**config.mk**
```make
export PLATFORM = sky130hd
export DESIGN_NAME = spi_flash_program_erase_framer
export DESIGN_NICKNAME = d
export VERILOG_FILES = /design/src/rtl/core/sfpe_pkg.sv /design/src/rtl/core/sfpe_front.sv /design/src/rtl/core/sfpe_queue.sv /design/src/rtl/core/sfpe_back.sv /design/src/rtl/core/spi_flash_program_erase_framer.sv
export SDC_FILE = /design/constraint.sdc
export NUM_CORES = 1
export LEC_CHECK = 0
export BUFFER_PORTS_ARGS = -buffer_cell sky130_fd_sc_hd__clkbuf_2
export CAP_MARGIN = 0
export CORE_ASPECT_RATIO = 0.6
export CORE_MARGIN = 2
export CORE_UTILIZATION = 38
export DETAILED_ROUTE_END_ITERATION = 6
export PLACE_DENSITY = 0.56
export SLEW_MARGIN = 10
export SYNTH_ARGS = -nofsm -noshare
export SYNTH_HDL_FRONTEND = slang
export SYNTH_SLANG_ARGS = --single-unit
```
**constraint.sdc**
```tcl
create_clock -name i_clk -period 5.4 [get_ports i_clk]
set_input_delay 0.54 -clock i_clk [delete_from_list [all_inputs] [get_ports i_clk]]
set_output_delay 0.54 -clock i_clk [all_outputs]
set_load 0.05 [all_outputs]
```
**src/rtl/core/sfpe_pkg.sv**
```systemverilog
`default_nettype none

package sfpe_pkg;

    // field widths
    localparam int unsigned ADDR_W = 24;
    localparam int unsigned BYTE_W = 8;

    // default geometry
    localparam int unsigned PAGE_BYTES_DEF  = 256;
    localparam int unsigned QUEUE_DEPTH_DEF = 4;

    // configuration port
    localparam int unsigned APB_ADDR_W = 4;
    localparam int unsigned APB_DATA_W = 32;
    localparam logic [1:0] REG_WREN  = 2'd0;
    localparam logic [1:0] REG_PROG  = 2'd1;
    localparam logic [1:0] REG_ERASE = 2'd2;

    localparam logic [BYTE_W-1:0] WREN_RESET  = 8'd6;
    localparam logic [BYTE_W-1:0] PROG_RESET  = 8'd2;
    localparam logic [BYTE_W-1:0] ERASE_RESET = 8'd32;

    // byte positions inside one queued job
    localparam logic [2:0] STEP_WREN   = 3'd0;
    localparam logic [2:0] STEP_OPCODE = 3'd1;
    localparam logic [2:0] STEP_ADDR_H = 3'd2;
    localparam logic [2:0] STEP_ADDR_M = 3'd3;
    localparam logic [2:0] STEP_ADDR_L = 3'd4;
    localparam logic [2:0] STEP_DATA   = 3'd5;

    typedef struct packed {
        logic              action;
        logic [ADDR_W-1:0] address;
        logic [BYTE_W-1:0] data_byte;
        logic              first_byte;
        logic              last_byte;
    } t_in_item;

    typedef struct packed {
        logic [BYTE_W-1:0] spi_byte;
        logic              frame_end;
        logic              wait_ready;
        logic              last;
    } t_out_item;

    // what the back end has to send for one accepted transaction
    typedef enum logic [1:0] {
        KIND_ERASE,
        KIND_PROG,
        KIND_DATA
    } t_kind;

    typedef struct packed {
        t_kind             kind;
        logic [ADDR_W-1:0] addr;
        logic [BYTE_W-1:0] data;
        logic              fend;
    } t_job;

    typedef struct packed {
        logic [BYTE_W-1:0] wren;
        logic [BYTE_W-1:0] prog;
        logic [BYTE_W-1:0] erase;
    } t_cfg;

endpackage

`default_nettype wire

```
**src/rtl/core/sfpe_front.sv**
```systemverilog
`default_nettype none

module sfpe_front #(
    parameter int unsigned PAGE_BYTES = sfpe_pkg::PAGE_BYTES_DEF
) (
    input  wire logic             i_clk,
    input  wire logic             i_rst_n,
    input  wire logic             i_valid,
    input  wire sfpe_pkg::t_in_item i_item,
    output logic                  o_stall,
    output logic                  o_push,
    output sfpe_pkg::t_job        o_job,
    input  wire logic             i_full
);
    import sfpe_pkg::*;

    localparam int unsigned OFF_W  = $clog2(PAGE_BYTES);
    localparam int unsigned PAGE_W = $clog2(PAGE_BYTES + 1);
    localparam int unsigned SHIFT  = ADDR_W + OFF_W;
    localparam int unsigned MUL_W  = ADDR_W + 1;
    localparam int unsigned PROD_W = ADDR_W + MUL_W;
    localparam longint unsigned MUL_L =
        ((64'd1 << SHIFT) + 64'(PAGE_BYTES) - 64'd1) / 64'(PAGE_BYTES);
    localparam logic [MUL_W-1:0]  MUL_K  = MUL_W'(MUL_L);
    localparam logic [PAGE_W-1:0] PAGE_K = PAGE_W'(PAGE_BYTES);
    localparam logic [OFF_W-1:0]  OFF_LAST = OFF_W'(PAGE_BYTES - 1);

    // pipeline and classifier state
    logic              r_v1, r_v2;
    t_in_item          r_it1, r_it2;
    logic [ADDR_W-1:0] r_q1;
    logic [OFF_W-1:0]  r_rem2;
    logic              r_open, n_open;
    logic [ADDR_W-1:0] r_next_addr, n_next_addr;
    logic [OFF_W-1:0]  r_off, n_off;

    logic [PROD_W-1:0] w_prod, w_quot;
    logic [ADDR_W-1:0] w_back, w_rem_full;
    logic              w_adv, w_drop;
    t_kind             w_kind;
    logic [ADDR_W-1:0] w_cur_addr, w_follow;
    logic [OFF_W-1:0]  w_cur_off;
    logic              w_page_end;

    // quotient by reciprocal multiply, exact for 24-bit addresses
    assign w_prod = PROD_W'(i_item.address) * PROD_W'(MUL_K);
    assign w_quot = w_prod >> SHIFT;

    // remainder from the registered quotient
    assign w_back     = ADDR_W'(r_q1 * PAGE_K);
    assign w_rem_full = r_it1.address - w_back;

    // classify the transaction in stage two
    always_comb begin
        w_drop      = 1'b0;
        w_kind      = KIND_DATA;
        w_cur_addr  = r_next_addr;
        w_cur_off   = r_off;
        n_open      = r_open;
        if (r_it2.action) begin
            w_kind     = KIND_ERASE;
            w_cur_addr = r_it2.address;
            w_drop     = r_open;
        end else if (!r_open) begin
            w_kind     = KIND_PROG;
            w_cur_addr = r_it2.address;
            w_cur_off  = r_rem2;
            w_drop     = !r_it2.first_byte;
            n_open     = !r_it2.last_byte;
        end else begin
            w_kind = (r_off == '0) ? KIND_PROG : KIND_DATA;
            n_open = !r_it2.last_byte;
        end
        w_follow    = w_cur_addr + ADDR_W'(1);
        w_page_end  = (w_follow == '0) || (w_cur_off == OFF_LAST);
        n_next_addr = w_follow;
        n_off       = w_page_end ? '0 : w_cur_off + OFF_W'(1);
    end

    assign w_adv   = !r_v2 || w_drop || !i_full;
    assign o_stall = !w_adv;
    assign o_push  = r_v2 && !w_drop && !i_full;

    always_comb begin
        o_job.kind = w_kind;
        o_job.addr = w_cur_addr;
        o_job.data = r_it2.data_byte;
        o_job.fend = r_it2.last_byte || w_page_end;
    end

    // control registers
    always_ff @(posedge i_clk) begin
        if (!i_rst_n) begin
            r_v1        <= 1'b0;
            r_v2        <= 1'b0;
            r_open      <= 1'b0;
            r_next_addr <= '0;
            r_off       <= '0;
        end else begin
            if (w_adv) begin
                r_v1 <= i_valid;
                r_v2 <= r_v1;
            end
            if (r_v2 && w_adv && !w_drop && !r_it2.action) begin
                r_open      <= n_open;
                r_next_addr <= n_next_addr;
                r_off       <= n_off;
            end
        end
    end

    // payload registers
    always_ff @(posedge i_clk) begin
        if (w_adv) begin
            r_it1  <= i_item;
            r_q1   <= w_quot[ADDR_W-1:0];
            r_it2  <= r_it1;
            r_rem2 <= w_rem_full[OFF_W-1:0];
        end
    end

endmodule

`default_nettype wire

```
**src/rtl/core/sfpe_queue.sv**
```systemverilog
`default_nettype none

module sfpe_queue #(
    parameter int unsigned DEPTH = sfpe_pkg::QUEUE_DEPTH_DEF
) (
    input  wire logic        i_clk,
    input  wire logic        i_rst_n,
    input  wire logic        i_push,
    input  wire sfpe_pkg::t_job i_job,
    output logic             o_full,
    output logic             o_head_valid,
    output sfpe_pkg::t_job   o_head,
    input  wire logic        i_pop
);
    import sfpe_pkg::*;

    localparam int unsigned PTR_W = $clog2(DEPTH);
    localparam int unsigned CNT_W = $clog2(DEPTH + 1);
    localparam logic [PTR_W-1:0] PTR_LAST = PTR_W'(DEPTH - 1);

    t_job              r_mem [DEPTH];
    logic [PTR_W-1:0]  r_wr, r_rd;
    logic [CNT_W-1:0]  r_cnt;
    logic              w_push, w_pop;

    assign o_full       = (r_cnt == CNT_W'(DEPTH));
    assign o_head_valid = (r_cnt != '0);
    assign o_head       = r_mem[r_rd];
    assign w_push       = i_push && !o_full;
    assign w_pop        = i_pop && o_head_valid;

    // pointers and fill count
    always_ff @(posedge i_clk) begin
        if (!i_rst_n) begin
            r_wr  <= '0;
            r_rd  <= '0;
            r_cnt <= '0;
        end else begin
            if (w_push) begin
                r_wr <= (r_wr == PTR_LAST) ? '0 : r_wr + PTR_W'(1);
            end
            if (w_pop) begin
                r_rd <= (r_rd == PTR_LAST) ? '0 : r_rd + PTR_W'(1);
            end
            if (w_push && !w_pop) begin
                r_cnt <= r_cnt + CNT_W'(1);
            end else if (w_pop && !w_push) begin
                r_cnt <= r_cnt - CNT_W'(1);
            end
        end
    end

    // storage
    always_ff @(posedge i_clk) begin
        if (w_push) begin
            r_mem[r_wr] <= i_job;
        end
    end

endmodule

`default_nettype wire

```
**src/rtl/core/sfpe_back.sv**
```systemverilog
`default_nettype none

module sfpe_back (
    input  wire logic          i_clk,
    input  wire logic          i_rst_n,
    input  wire sfpe_pkg::t_cfg i_cfg,
    input  wire logic          i_head_valid,
    input  wire sfpe_pkg::t_job i_head,
    output logic               o_pop,
    output logic               o_out_valid,
    output sfpe_pkg::t_out_item o_out_item,
    input  wire logic          i_out_stall
);
    import sfpe_pkg::*;

    logic [2:0] r_idx, n_idx;
    logic [2:0] w_step;
    logic       w_emit;
    t_out_item  w_item;
    logic       r_out_valid;
    t_out_item  r_out_item;

    assign w_emit = i_head_valid && (!r_out_valid || !i_out_stall);
    assign w_step = (i_head.kind == KIND_DATA) ? STEP_DATA : r_idx;

    // byte select for the current job
    always_comb begin
        w_item = '0;
        unique case (w_step)
            STEP_WREN: begin
                w_item.spi_byte  = i_cfg.wren;
                w_item.frame_end = 1'b1;
            end
            STEP_OPCODE: begin
                w_item.spi_byte = (i_head.kind == KIND_ERASE) ? i_cfg.erase : i_cfg.prog;
            end
            STEP_ADDR_H: w_item.spi_byte = i_head.addr[23:16];
            STEP_ADDR_M: w_item.spi_byte = i_head.addr[15:8];
            STEP_ADDR_L: begin
                w_item.spi_byte   = i_head.addr[7:0];
                w_item.frame_end  = (i_head.kind == KIND_ERASE);
                w_item.wait_ready = (i_head.kind == KIND_ERASE);
                w_item.last       = (i_head.kind == KIND_ERASE);
            end
            STEP_DATA: begin
                w_item.spi_byte   = i_head.data;
                w_item.frame_end  = i_head.fend;
                w_item.wait_ready = i_head.fend;
                w_item.last       = 1'b1;
            end
            default: w_item = '0;
        endcase
    end

    assign o_pop = w_emit && w_item.last;
    assign n_idx = w_item.last ? STEP_WREN : r_idx + 3'd1;

    // step counter and output valid
    always_ff @(posedge i_clk) begin
        if (!i_rst_n) begin
            r_idx       <= STEP_WREN;
            r_out_valid <= 1'b0;
        end else begin
            if (w_emit) begin
                r_idx       <= n_idx;
                r_out_valid <= 1'b1;
            end else if (!i_out_stall) begin
                r_out_valid <= 1'b0;
            end
        end
    end

    // output payload
    always_ff @(posedge i_clk) begin
        if (w_emit) begin
            r_out_item <= w_item;
        end
    end

    assign o_out_valid = r_out_valid;
    assign o_out_item  = r_out_item;

endmodule

`default_nettype wire

```
**src/rtl/core/spi_flash_program_erase_framer.sv**
```systemverilog
`default_nettype none

// Turns write bytes and sector-erase requests into SPI NOR command frames, one
// result per SPI byte. A data byte inside an open page gives one output byte, so
// a write streams at one byte per clock unless the output stall or a full job
// queue holds it. A transaction that opens a page gives six bytes (write enable,
// program opcode, three address bytes, data) and an erase gives five; the output
// register sends one byte per clock unless stalled; the queue takes input until
// full. Input passes through two classifier stages (page offset by a
// reciprocal multiply), the job queue, then the output register. Stray data
// bytes and erases during an open write give no output. There is no clearing
// pass after reset. Registers sit at byte addresses 0, 4 and 8 (write enable,
// program, erase opcodes) and should be written only while the block is idle.
module spi_flash_program_erase_framer #(
    parameter int unsigned PAGE_BYTES  = sfpe_pkg::PAGE_BYTES_DEF,
    parameter int unsigned QUEUE_DEPTH = sfpe_pkg::QUEUE_DEPTH_DEF
) (
    input  wire logic                              i_clk,
    input  wire logic                              i_rst_n,
    input  wire logic                              i_in_valid,
    output logic                                   o_in_stall,
    input  wire sfpe_pkg::t_in_item                i_in_item,
    output logic                                   o_out_valid,
    input  wire logic                              i_out_stall,
    output sfpe_pkg::t_out_item                    o_out_item,
    input  wire logic                              psel,
    input  wire logic                              penable,
    input  wire logic                              pwrite,
    input  wire logic [sfpe_pkg::APB_ADDR_W-1:0]   paddr,
    input  wire logic [sfpe_pkg::APB_DATA_W-1:0]   pwdata,
    output logic [sfpe_pkg::APB_DATA_W-1:0]        prdata,
    output logic                                   pready
);
    import sfpe_pkg::*;

    t_cfg  r_cfg;
    logic  w_cfg_wr;
    logic  w_push, w_full, w_head_valid, w_pop;
    t_job  w_job, w_head;

    // configuration registers
    assign pready   = 1'b1;
    assign w_cfg_wr = psel && penable && pwrite;

    always_ff @(posedge i_clk) begin
        if (!i_rst_n) begin
            r_cfg.wren  <= WREN_RESET;
            r_cfg.prog  <= PROG_RESET;
            r_cfg.erase <= ERASE_RESET;
        end else if (w_cfg_wr) begin
            unique case (paddr[3:2])
                REG_WREN:  r_cfg.wren  <= pwdata[BYTE_W-1:0];
                REG_PROG:  r_cfg.prog  <= pwdata[BYTE_W-1:0];
                REG_ERASE: r_cfg.erase <= pwdata[BYTE_W-1:0];
                default:   r_cfg <= r_cfg;
            endcase
        end
    end

    always_comb begin
        unique case (paddr[3:2])
            REG_WREN:  prdata = APB_DATA_W'(r_cfg.wren);
            REG_PROG:  prdata = APB_DATA_W'(r_cfg.prog);
            REG_ERASE: prdata = APB_DATA_W'(r_cfg.erase);
            default:   prdata = '0;
        endcase
    end

    // front: accept and classify
    sfpe_front #(
        .PAGE_BYTES (PAGE_BYTES)
    ) u_front (
        .i_clk   (i_clk),
        .i_rst_n (i_rst_n),
        .i_valid (i_in_valid),
        .i_item  (i_in_item),
        .o_stall (o_in_stall),
        .o_push  (w_push),
        .o_job   (w_job),
        .i_full  (w_full)
    );

    // job queue between front and back
    sfpe_queue #(
        .DEPTH (QUEUE_DEPTH)
    ) u_queue (
        .i_clk        (i_clk),
        .i_rst_n      (i_rst_n),
        .i_push       (w_push),
        .i_job        (w_job),
        .o_full       (w_full),
        .o_head_valid (w_head_valid),
        .o_head       (w_head),
        .i_pop        (w_pop)
    );

    // back: expand jobs into spi bytes
    sfpe_back u_back (
        .i_clk        (i_clk),
        .i_rst_n      (i_rst_n),
        .i_cfg        (r_cfg),
        .i_head_valid (w_head_valid),
        .i_head       (w_head),
        .o_pop        (w_pop),
        .o_out_valid  (o_out_valid),
        .o_out_item   (o_out_item),
        .i_out_stall  (i_out_stall)
    );

`ifndef NO_ASSERTIONS
    // the front never pushes into a full queue
    a_no_overflow: assert property (@(posedge i_clk) disable iff (!i_rst_n)
        !(w_push && w_full))
        else $error("job pushed into full queue");

    // a frame closed without a ready wait is the write-enable frame
    a_wren_not_last: assert property (@(posedge i_clk) disable iff (!i_rst_n)
        (o_out_valid && o_out_item.frame_end && !o_out_item.wait_ready)
            |-> !o_out_item.last)
        else $error("write-enable frame marked last");

    // a ready wait always closes the frame
    a_wait_closes: assert property (@(posedge i_clk) disable iff (!i_rst_n)
        (o_out_valid && o_out_item.wait_ready) |-> o_out_item.frame_end)
        else $error("wait_ready without frame_end");

    // the queue is empty right after reset
    a_reset_empty: assert property (@(posedge i_clk)
        !i_rst_n |=> !w_head_valid)
        else $error("queue not empty after reset");
`endif

endmodule

`default_nettype wire
```
Yosys cells after proc, flatten, opt, wreduce, memory -nomap -nowiden

Memory sizes are Yosys's and may differ from the RTL's. A register that Yosys moved wholly into a read port is not among the register bits.
Cells that the tools add are included.

Muxes and demuxes: 27
Bitwise logic cells: 1
Add/subtract/negate cells: 8
Reduce and logical (&&, ||, !) cells: 40
Eq/ne operators: 13

Operator list:

| operator                                         | count |
|---|---|
| 2-to-1 mux 24 bit                                | 2 |
| one-hot mux 8 bit (6 select lines)               | 1 |
| 2-to-1 mux 8 bit                                 | 4 |
| adder 24 x 1 -> 24 bit, second input constant    | 1 |
| zero test 24 bit                                 | 1 |
| one-hot mux 8 bit (3 select lines)               | 1 |
| 2-to-1 mux 2 bit                                 | 7 |
| logical AND 1 bit                                | 13 |
| 2-to-1 mux 3 bit                                 | 4 |
| zero test 1 bit                                  | 11 |
| == test 3 bit, second input constant             | 3 |
| adder 8 x 1 -> 8 bit, second input constant      | 1 |
| == test 2 bit, second input constant             | 4 |
| == test 8 bit, second input constant             | 1 |
| zero test 8 bit                                  | 1 |
| AND reduction 2 bit                              | 4 |
| subtractor 8 x 1 -> 8 bit, second input constant | 1 |
| adder 3 x 1 -> 3 bit, second input constant      | 2 |
| == test 3 x 2 -> 1 bit, second input constant    | 2 |
| 2-to-1 mux 1 bit                                 | 6 |
| logical OR 1 bit                                 | 5 |
| adder 2 x 1 -> 2 bit, second input constant      | 2 |
| zero test 2 bit                                  | 2 |
| one-hot mux 2 bit (2 select lines)               | 1 |
| 9 further kinds                                  | 9 |

Register bits after elaboration: 159
Output and inout port bits: 46
Logic and storage cells: 118
Memories kept: 1
Memory bits (writable): 140

Memories:

| name          | depth | bits a word | rd ports | clocked after memory_dff | write ports | line             | source |
|---|---|---|---|---|---|---|---|
| u_queue.r_mem | 4     | 35          | 1        | 1                        | 1           | sfpe_queue.sv:21 | `t_job r_mem [DEPTH];` |

Longest topological paths before layout

Gate-level depths: netlist of run 1.

Word-level depth: 11
Depth in mapped cells: 17

Cells and area by module

Synthesis of run 1 repeated with hierarchy kept, for this count alone.

Cell total of the unflattened synthesis: 1,010
Area total of the unflattened synthesis: 13,330.3 um2

Modules (own cells, without submodules):

| module                         | times used | cells each | area each (um2) |
|---|---|---|---|
| sfpe_queue                     | 1          | 234        | 5,584.1 |
| sfpe_front                     | 1          | 487        | 5,208.7 |
| spi_flash_program_erase_framer | 1          | 150        | 1,321.3 |
| sfpe_back                      | 1          | 139        | 1,216.2 |

Worst setup path before layout of run 1

No wires, ideal clock.

Path type: reg-to-reg
Start: register u_front.r_open
End: register u_front.r_off[4]
Stages on the path, launching flop included: 16
Setup time: 117 ps
Required time: 5,283 ps
Path buffers: 3
Setup slack: 1,146 ps
Arrival time: 4,138 ps
Cells stage by stage: dfxtp_1 nor2b_4 buf_6 clkbuf_1 clkbuf_1 nand2_1 nand2_1 ha_1 nand2_1 mux2i_1 nand4_1 o31a_1 or4_4 or4_4 a41o_1 a22o_1

RTL lines:

| what                   | line              | source |
|---|---|---|
| start, declared        | sfpe_front.sv:33  | `logic r_open, n_open;` |
| start signal, assigned | sfpe_front.sv:105 | `r_open <= n_open;` |
| end signal, assigned   | sfpe_front.sv:107 | `r_off <= n_off;` |
| end, declared          | sfpe_front.sv:35  | `logic [OFF_W-1:0] r_off, n_off;` |

==> results of run 1 <==
## cell usage after synthesis, types with 20 or more instances
| library cell | instances |
|---|---|
| mux4_2 | 33 |
| nor2b_1 | 33 |
| inv_1 | 23 |
| xnor2_1 | 22 |
| edfxtp_1 | 221 |
| buf_4 | 25 |
| clkbuf_1 | 34 |
| and2_1 | 21 |
| nand2_1 | 137 |
| mux2i_1 | 66 |
| dfxtp_1 | 72 |
| o21ai_0 | 31 |
| a21oi_1 | 20 |
| nor2_1 | 26 |
## path summary, 6_finish.rpt
kind	to	slack [ps]	cells after the start
min reg2reg	u_front.r_it2[23]$_DFFE_PN_	420	0
max reg2reg	u_front.r_off[4]$_SDFFE_PN0P_	1100	12
max	u_front.r_off[4]$_SDFFE_PN0P_	1100	12
min	u_front.r_it1[14]$_DFFE_PN_	170	1
## cells by family after synthesis
group	Yosys count	synth area share
AO/OA/AOI/OAI	118	0.0635
XOR/XNOR	29	0.0198
adder cells (fa/ha/maj)	10	0.0103
buffers and inverters	92	0.0360
flip-flops	293	0.628
multiplexers	116	0.127
other	2	0.000584
AND/OR/NAND/NOR	295	0.115
## power groups by stage
stage,Sequential [mW],Combinational [mW],Clock (mW)
final,2.66,0.751,1.85
after global routing,2.67,0.813,1.99
after CTS,2.66,0.759,1.91
after detailed placement,2.71,0.757,0
after global placement,2.71,0.752,0
after floorplan,2.79,0.457,0
## area by class of cell
type                    instances  area, um^2  area share
flip-flops and latches        293        8080       0.558
multi-input cells             593        4410       0.304
clock buffers                  38         757      0.0522
well taps                     459         574      0.0396
repair buffers                 90         495      0.0342
clock inverters                11        87.6     0.00604
inverters                      23        87.6     0.00604
## critical path, delay by kind of cell, from the launching register on
kind | cells | cell delay (ps)
adder cells (fa/ha/maj) | 1 | 300
flip-flops | 1 | 530
multiplexers | 1 | 310
AND/OR/NAND/NOR | 7 | 2160
AO/OA/AOI/OAI | 3 | 850
## layout by cell type (no fill, tap or decap), types with 26 or more instances in the layout
cell,instances
nand2_1,137
nor2_1,26
o21ai_0,31
edfxtp_1,221
mux4_2,33
nor2b_1,33
clkbuf_16,27
clkbuf_2,72
dfxtp_1,71
mux2i_1,66
## state kept, by name, summed over array words and instances, names as in the netlist, 2 cells and up, named ones only
signal and count:
r_cfg 24, u_back.o_out_item 11, u_back.r_idx 3, u_front.o_job 8
u_front.r_it1 35, u_front.r_it2 20, u_front.r_next_addr 24, u_front.r_off 8
u_front.r_rem2 7, u_queue.r_cnt 3, u_queue.r_mem 140, u_queue.r_rd 2
u_queue.r_wr 2
## layer usage
metal	up-vias	wire length, um	track usage
met5	-	0	0
met4	0	422	0.0272
met2	192	11600	0.223
met1	3747	14200	0.262
li1	3629	-	-
met3	31	1570	0.0291
## per-stage QoR
step	hold WS (ps)	area, um^2	total power, mW	setup slack, ps	instances
after floorplan	400	12900	3.25	1150	978
after global placement	402	13600	3.46	1190	1458
after detailed placement	406	13600	3.46	1130	1458
after CTS	143	14500	5.32	1110	1507
after global routing	142	14500	5.48	765	1507
final	172	14500	5.26	1100	1507
==> impl_metrics.py, run 1 <==
metrics = {
    "outcome": {
        "status": "finished clean",
    },
    "synth": {
        "ys_warn_count": 0,
        "avgSynthCellArea_um2": 13.5,
        "synth.yosys.seq_area_share": 0.628,
        "synth_cells": 955,
        "synth.largest_area_cell": "edfxtp_1",
        "synth_ff_type": "edfxtp_1",
        "synth_top_cell_area_share": 0.516,
        "synth_edf_count": 221,
        "synth_cell_types": 69,
        "synthArstFlopShare": 0,
        "syn_area_mm2": 0.0129,
        "synth_area_leaders": "edfxtp_1 (52%), dfxtp_1 (11%), mux4_2 (5.8%)",
        "yosys_register_bits": 293,
    },
    "global_route": {
        "antenna_found_initial": 0,
        "grt_usage": 0.161,
        "grt_pass1_vias": 7325,
        "grt_overflow": 0,
        "grt_max_degree": 71,
        "grt_pass1_wl_mm": 43.6,
    },
    "sta": {
        "slew_headroom": 0.378,
        "finalHoldViolCount": 0,
        "max_freq_ghz": 0.233,
        "rsz0062_at_grt": "false",
        "fin_tns_setup_ps": 0,
        "slew_viol_final": 0,
        "layout_min_cycle_time_ps": 4300,
        "min_period_over_period": 0.795,
        "tightest_slew_ps": 933,
        "setup_viol": 0,
        "skew_ps": 16.7,
    },
    "routing": {
        "wl_per_cell_um": 18.5,
        "drt-pass1-iter-count": 5,
        "routed_wl_mm": 27.8,
        "via_count": 7599,
        "via_per_inst": 5.04,
        "dr.first_iter.drc_count": 695,
        "ant_nets": 0,
        "drc": 0,
    },
    "run": {
        "max_cap_violations": 0,
    },
    "hold_path": {
        "min_path_type": "in -> reg",
        "worstHoldStart": "i_in_item[14]",
    },
    "clock_tree": {
        "post_cts_resize_count": 0,
        "cts_buffers": 27,
        "postCtsSetupRepairBufs": 0,
        "hold_buffers": 0,
        "cts_tree": "yes",
        "clkSlewWorstSetupHoldPaths_ps": 70,
        "clockBufferDepth": 3,
        "htree_levels": 1,
        "clkLatencyLatePin_ps": 540,
        "cts.root.buffer_cell": "clkbuf_16",
        "cts.sinks": 293,
    },
    "worst_setup_path": {
        "worstPathArrival_ps": 4730,
        "slowest_delay_ps": 540,
        "required_ps": 5830,
        "crit_chain": "nand2b_4, nand2_1, nand2_1, ha_1, nand2_1, mux2i_1, nand4_1, o31a_1, or4_4, or4_4, a41o_1, a22o_1",
        "endpoint_kind": "register",
        "critPathSlowestCell": "or4_4",
        "crit_start": "u_front.r_it2[34]$_DFFE_PN_",
        "crit_path_frequent_cell": "nand2_1",
        "critical_path.max_fanout": 28,
        "cp-start-kind": "register",
        "r2r_start": "u_front.r_it2[34]$_DFFE_PN_",
        "setup.worst_path.class": "reg -> reg",
    },
    "power_and_ir_drop": {
        "p_sw_frac": 0.270,
        "max-vdd-ir-drop_mv": 0.215,
        "combPwrFrac": 0.143,
        "internal_power_mw": 3.84,
        "p_leak_nw": 5.10,
        "clkPwrFrac": 0.351,
        "seqPwrFrac": 0.506,
        "power.density_mw_per_mm2": 363,
        "p_switching_mw": 1.42,
    },
    "die": {
        "io_pins": 124,
        "core_area_mm2": 0.0335,
        "die_h_um": 146,
        "start_util": 0.384,
        "die_w_um": 241,
        "rows": 52,
        "dieArea_mm2": 0.0354,
    },
    "placed_design": {
        "place_congestion": 0.831,
        "dp_hpwl_mm": 18.7,
        "io_buffer_count": 72,
    },
    "final_layout": {
        "nets": 1116,
        "final_core_util": 0.432,
        "area_delta_synth_final_pct": 12.7,
        "diodes": 0,
        "drive_above_1_share": 0.187,
        "num-fill-cells": 3059,
    },
}
Note: power is estimated with default switching activity, not from simulation.
==> run 2, diff against run 1 <==
PLACE_DENSITY = 0.58   (was 0.56)
clock period = 3.62 ns   (was 5.4 ns; I/O delays follow)
==> impl_metrics.py, run 2 (synthesized netlist as in run 1, its figures left out) <==
metrics = {
    "routing": {
        "wl_per_cell_um": 18.2,
        "dr.first_iter.drc_count": 630,
        "via_per_inst": 5.03,
        "drt-pass1-iter-count": 5,
        "ant_nets": 0,
        "routed_wl_mm": 28.9,
        "via_count": 7979,
        "drc": 0,
    },
    "worst_setup_path": {
        "endpoint_kind": "register",
        "path_buf_inv": 2,
        "crit_chain": "nor2b_4, buf_4, nand2_4, nand2_4, ha_4, nand2_2, or2_1, buf_4, o21ai_0, nand4_1, or4_4, a41o_1, a22o_1",
        "cp_top_family": "simple AND/OR/NAND/NOR gates",
        "critPathSlowestCell": "or4_4",
        "cp-start-kind": "register",
        "critical_path.max_fanout": 8,
        "slowest_delay_ps": 570,
        "required_ps": 4060,
        "worstPathArrival_ps": 3900,
        "setup.worst_path.class": "reg -> reg",
    },
    "global_route": {
        "grt_max_degree": 68,
        "grt_pass1_vias": 7736,
        "grt_usage": 0.166,
        "grt_pass1_wl_mm": 45.0,
        "grt_overflow": 0,
        "antenna_found_initial": 0,
    },
    "sta": {
        "holdWs_ps": 70.8,
        "rsz0062_at_grt": "false",
        "finalHoldViolCount": 0,
        "slew_viol_final": 0,
        "final.setup.worst_slack_ps": 159,
        "max_freq_ghz": 0.289,
        "skew_ps": 14.0,
        "min_period_over_period": 0.956,
        "slew_headroom": 0.538,
        "tightest_slew_ps": 691,
        "layout_min_cycle_time_ps": 3460,
        "setup_viol": 0,
    },
    "clock_tree": {
        "cts_tree": "yes",
        "cts_buffers": 28,
        "cts.root.buffer_cell": "clkbuf_16",
        "htree_levels": 1,
        "cts.sinks": 293,
        "clockBufferDepth": 3,
        "clkLatencyLatePin_ps": 550,
        "clkSlewWorstSetupHoldPaths_ps": 60,
    },
    "final_layout": {
        "layout_commonest_cell": "edfxtp_1",
        "diodes": 0,
        "reg_top3": "u_queue.r_mem: 140 flops, u_front.r_it1: 35 flops",
        "area_delta_synth_final_pct": 19.6,
        "nets": 1193,
        "instances_no_fill": 1586,
        "regMostFlops": "u_queue.r_mem",
        "drive_above_1_share": 0.221,
        "num-fill-cells": 2993,
        "final_cell_mix": "edfxtp_1 (221), nand2_1 (131), clkbuf_2 (72)",
        "largest_reg_flops": 140,
    },
    "die": {
        "die_h_um": 146,
        "start_util": 0.384,
        "die_w_um": 241,
        "rows": 52,
        "io_pins": 124,
        "core_area_mm2": 0.0335,
        "dieArea_mm2": 0.0354,
    },
    "placed_design": {
        "dp_hpwl_mm": 19.7,
        "place_congestion": 0.832,
        "dp.cells": 1496,
        "io_buffer_count": 72,
        "dpl_worst_slack_ps": 90.5,
    },
    "run": {
        "max_cap_violations": 0,
    },
    "power_and_ir_drop": {
        "max-vdd-ir-drop_mv": 0.320,
        "p_leak_nw": 5.55,
        "power.density_mw_per_mm2": 537,
    },
    "outcome": {
        "status": "finished clean",
    },
    "hold_path": {
        "min_path_type": "in -> reg",
    },
}
## run 2: changes by cell type in the layout (fill, tap and decap cells not counted), sizes merged
cell | previous run | this run
buf | 18 | 59
bufinv | 1 | 5
clkbuf | 110 | 109
clkinv | 9 | 10
clkinvlp | 2 | 1
dlygate4sd3 | 0 | 35
## run 2: repair_timing
action,CTS,global route
hold endpoints to repair,35,0
hold buffers,35,0
resized for setup,0,4
setup buffers,0,3
endpoints found under the setup margin,0,7
## run 2: routing by layer
layer	vias up	GRT usage	wire length [um]
met4	0	0.0281	431
met2	222	0.236	11800
met1	3930	0.261	14900
li1	3794	-	-
met3	33	0.0348	1730
met5	-	0	0
## run 2: through the flow
| step | area (um^2) | total power [mW] | TNS [ps] | util |
|---|---|---|---|---|
| after floorplan | 13000 | 4.85 | -137 | - |
| after global placement | 14000 | 5.22 | 0 | 0.418 |
| after detailed placement | 14000 | 5.23 | 0 | 0.418 |
| after CTS | 15300 | 8.36 | 0 | 0.458 |
| after global routing | 15400 | 8.60 | 0 | 0.459 |
| final | 15400 | 8.26 | 0 | 0.459 |
## run 2: power breakdown
group	total (mW)	leakage, nW	switching (mW)	internal (mW)
sequential	3.95	2.70	0.115	3.83
combinational	1.24	2.39	0.816	0.425
clock	3.07	0.465	1.23	1.84
## run 2: worst paths after layout
path,startpoint,to,slack [ps],depth (start not counted)
setup / recovery,u_front.r_it2[34]$_DFFE_PN_,u_front.r_off[4]$_SDFFE_PN0P_,160,13
hold / removal,pwdata[5],r_cfg[5]$_SDFFE_PN1P_,70,3
setup reg to reg,u_front.r_it2[34]$_DFFE_PN_,u_front.r_off[4]$_SDFFE_PN0P_,160,13
hold reg to reg,u_front.r_it1[20]$_DFFE_PN_,u_front.r_it2[20]$_DFFE_PN_,420,0
## run 2: cell type report
cell class                      instances  area [um^2]  area share
Multi-Input combinational cell        593         4480       0.291
Inverter                               23         87.6     0.00570
Tap cell                              459          574      0.0373
Timing Repair Buffer                  166         1190      0.0775
Clock inverter                         15          199      0.0129
Clock buffer                           37          766      0.0498
Sequential cell                       293         8080       0.526
## run 2: worst register-to-register path: cells and delay by family (launching register included)
family                     cells  cell delay, ps
buffers and inverters          2             370
adders and majority gates      1             190
DFF                            1             450
and+or+nand+nor                7            1620
AOI/OAI and AO/OA              3             720
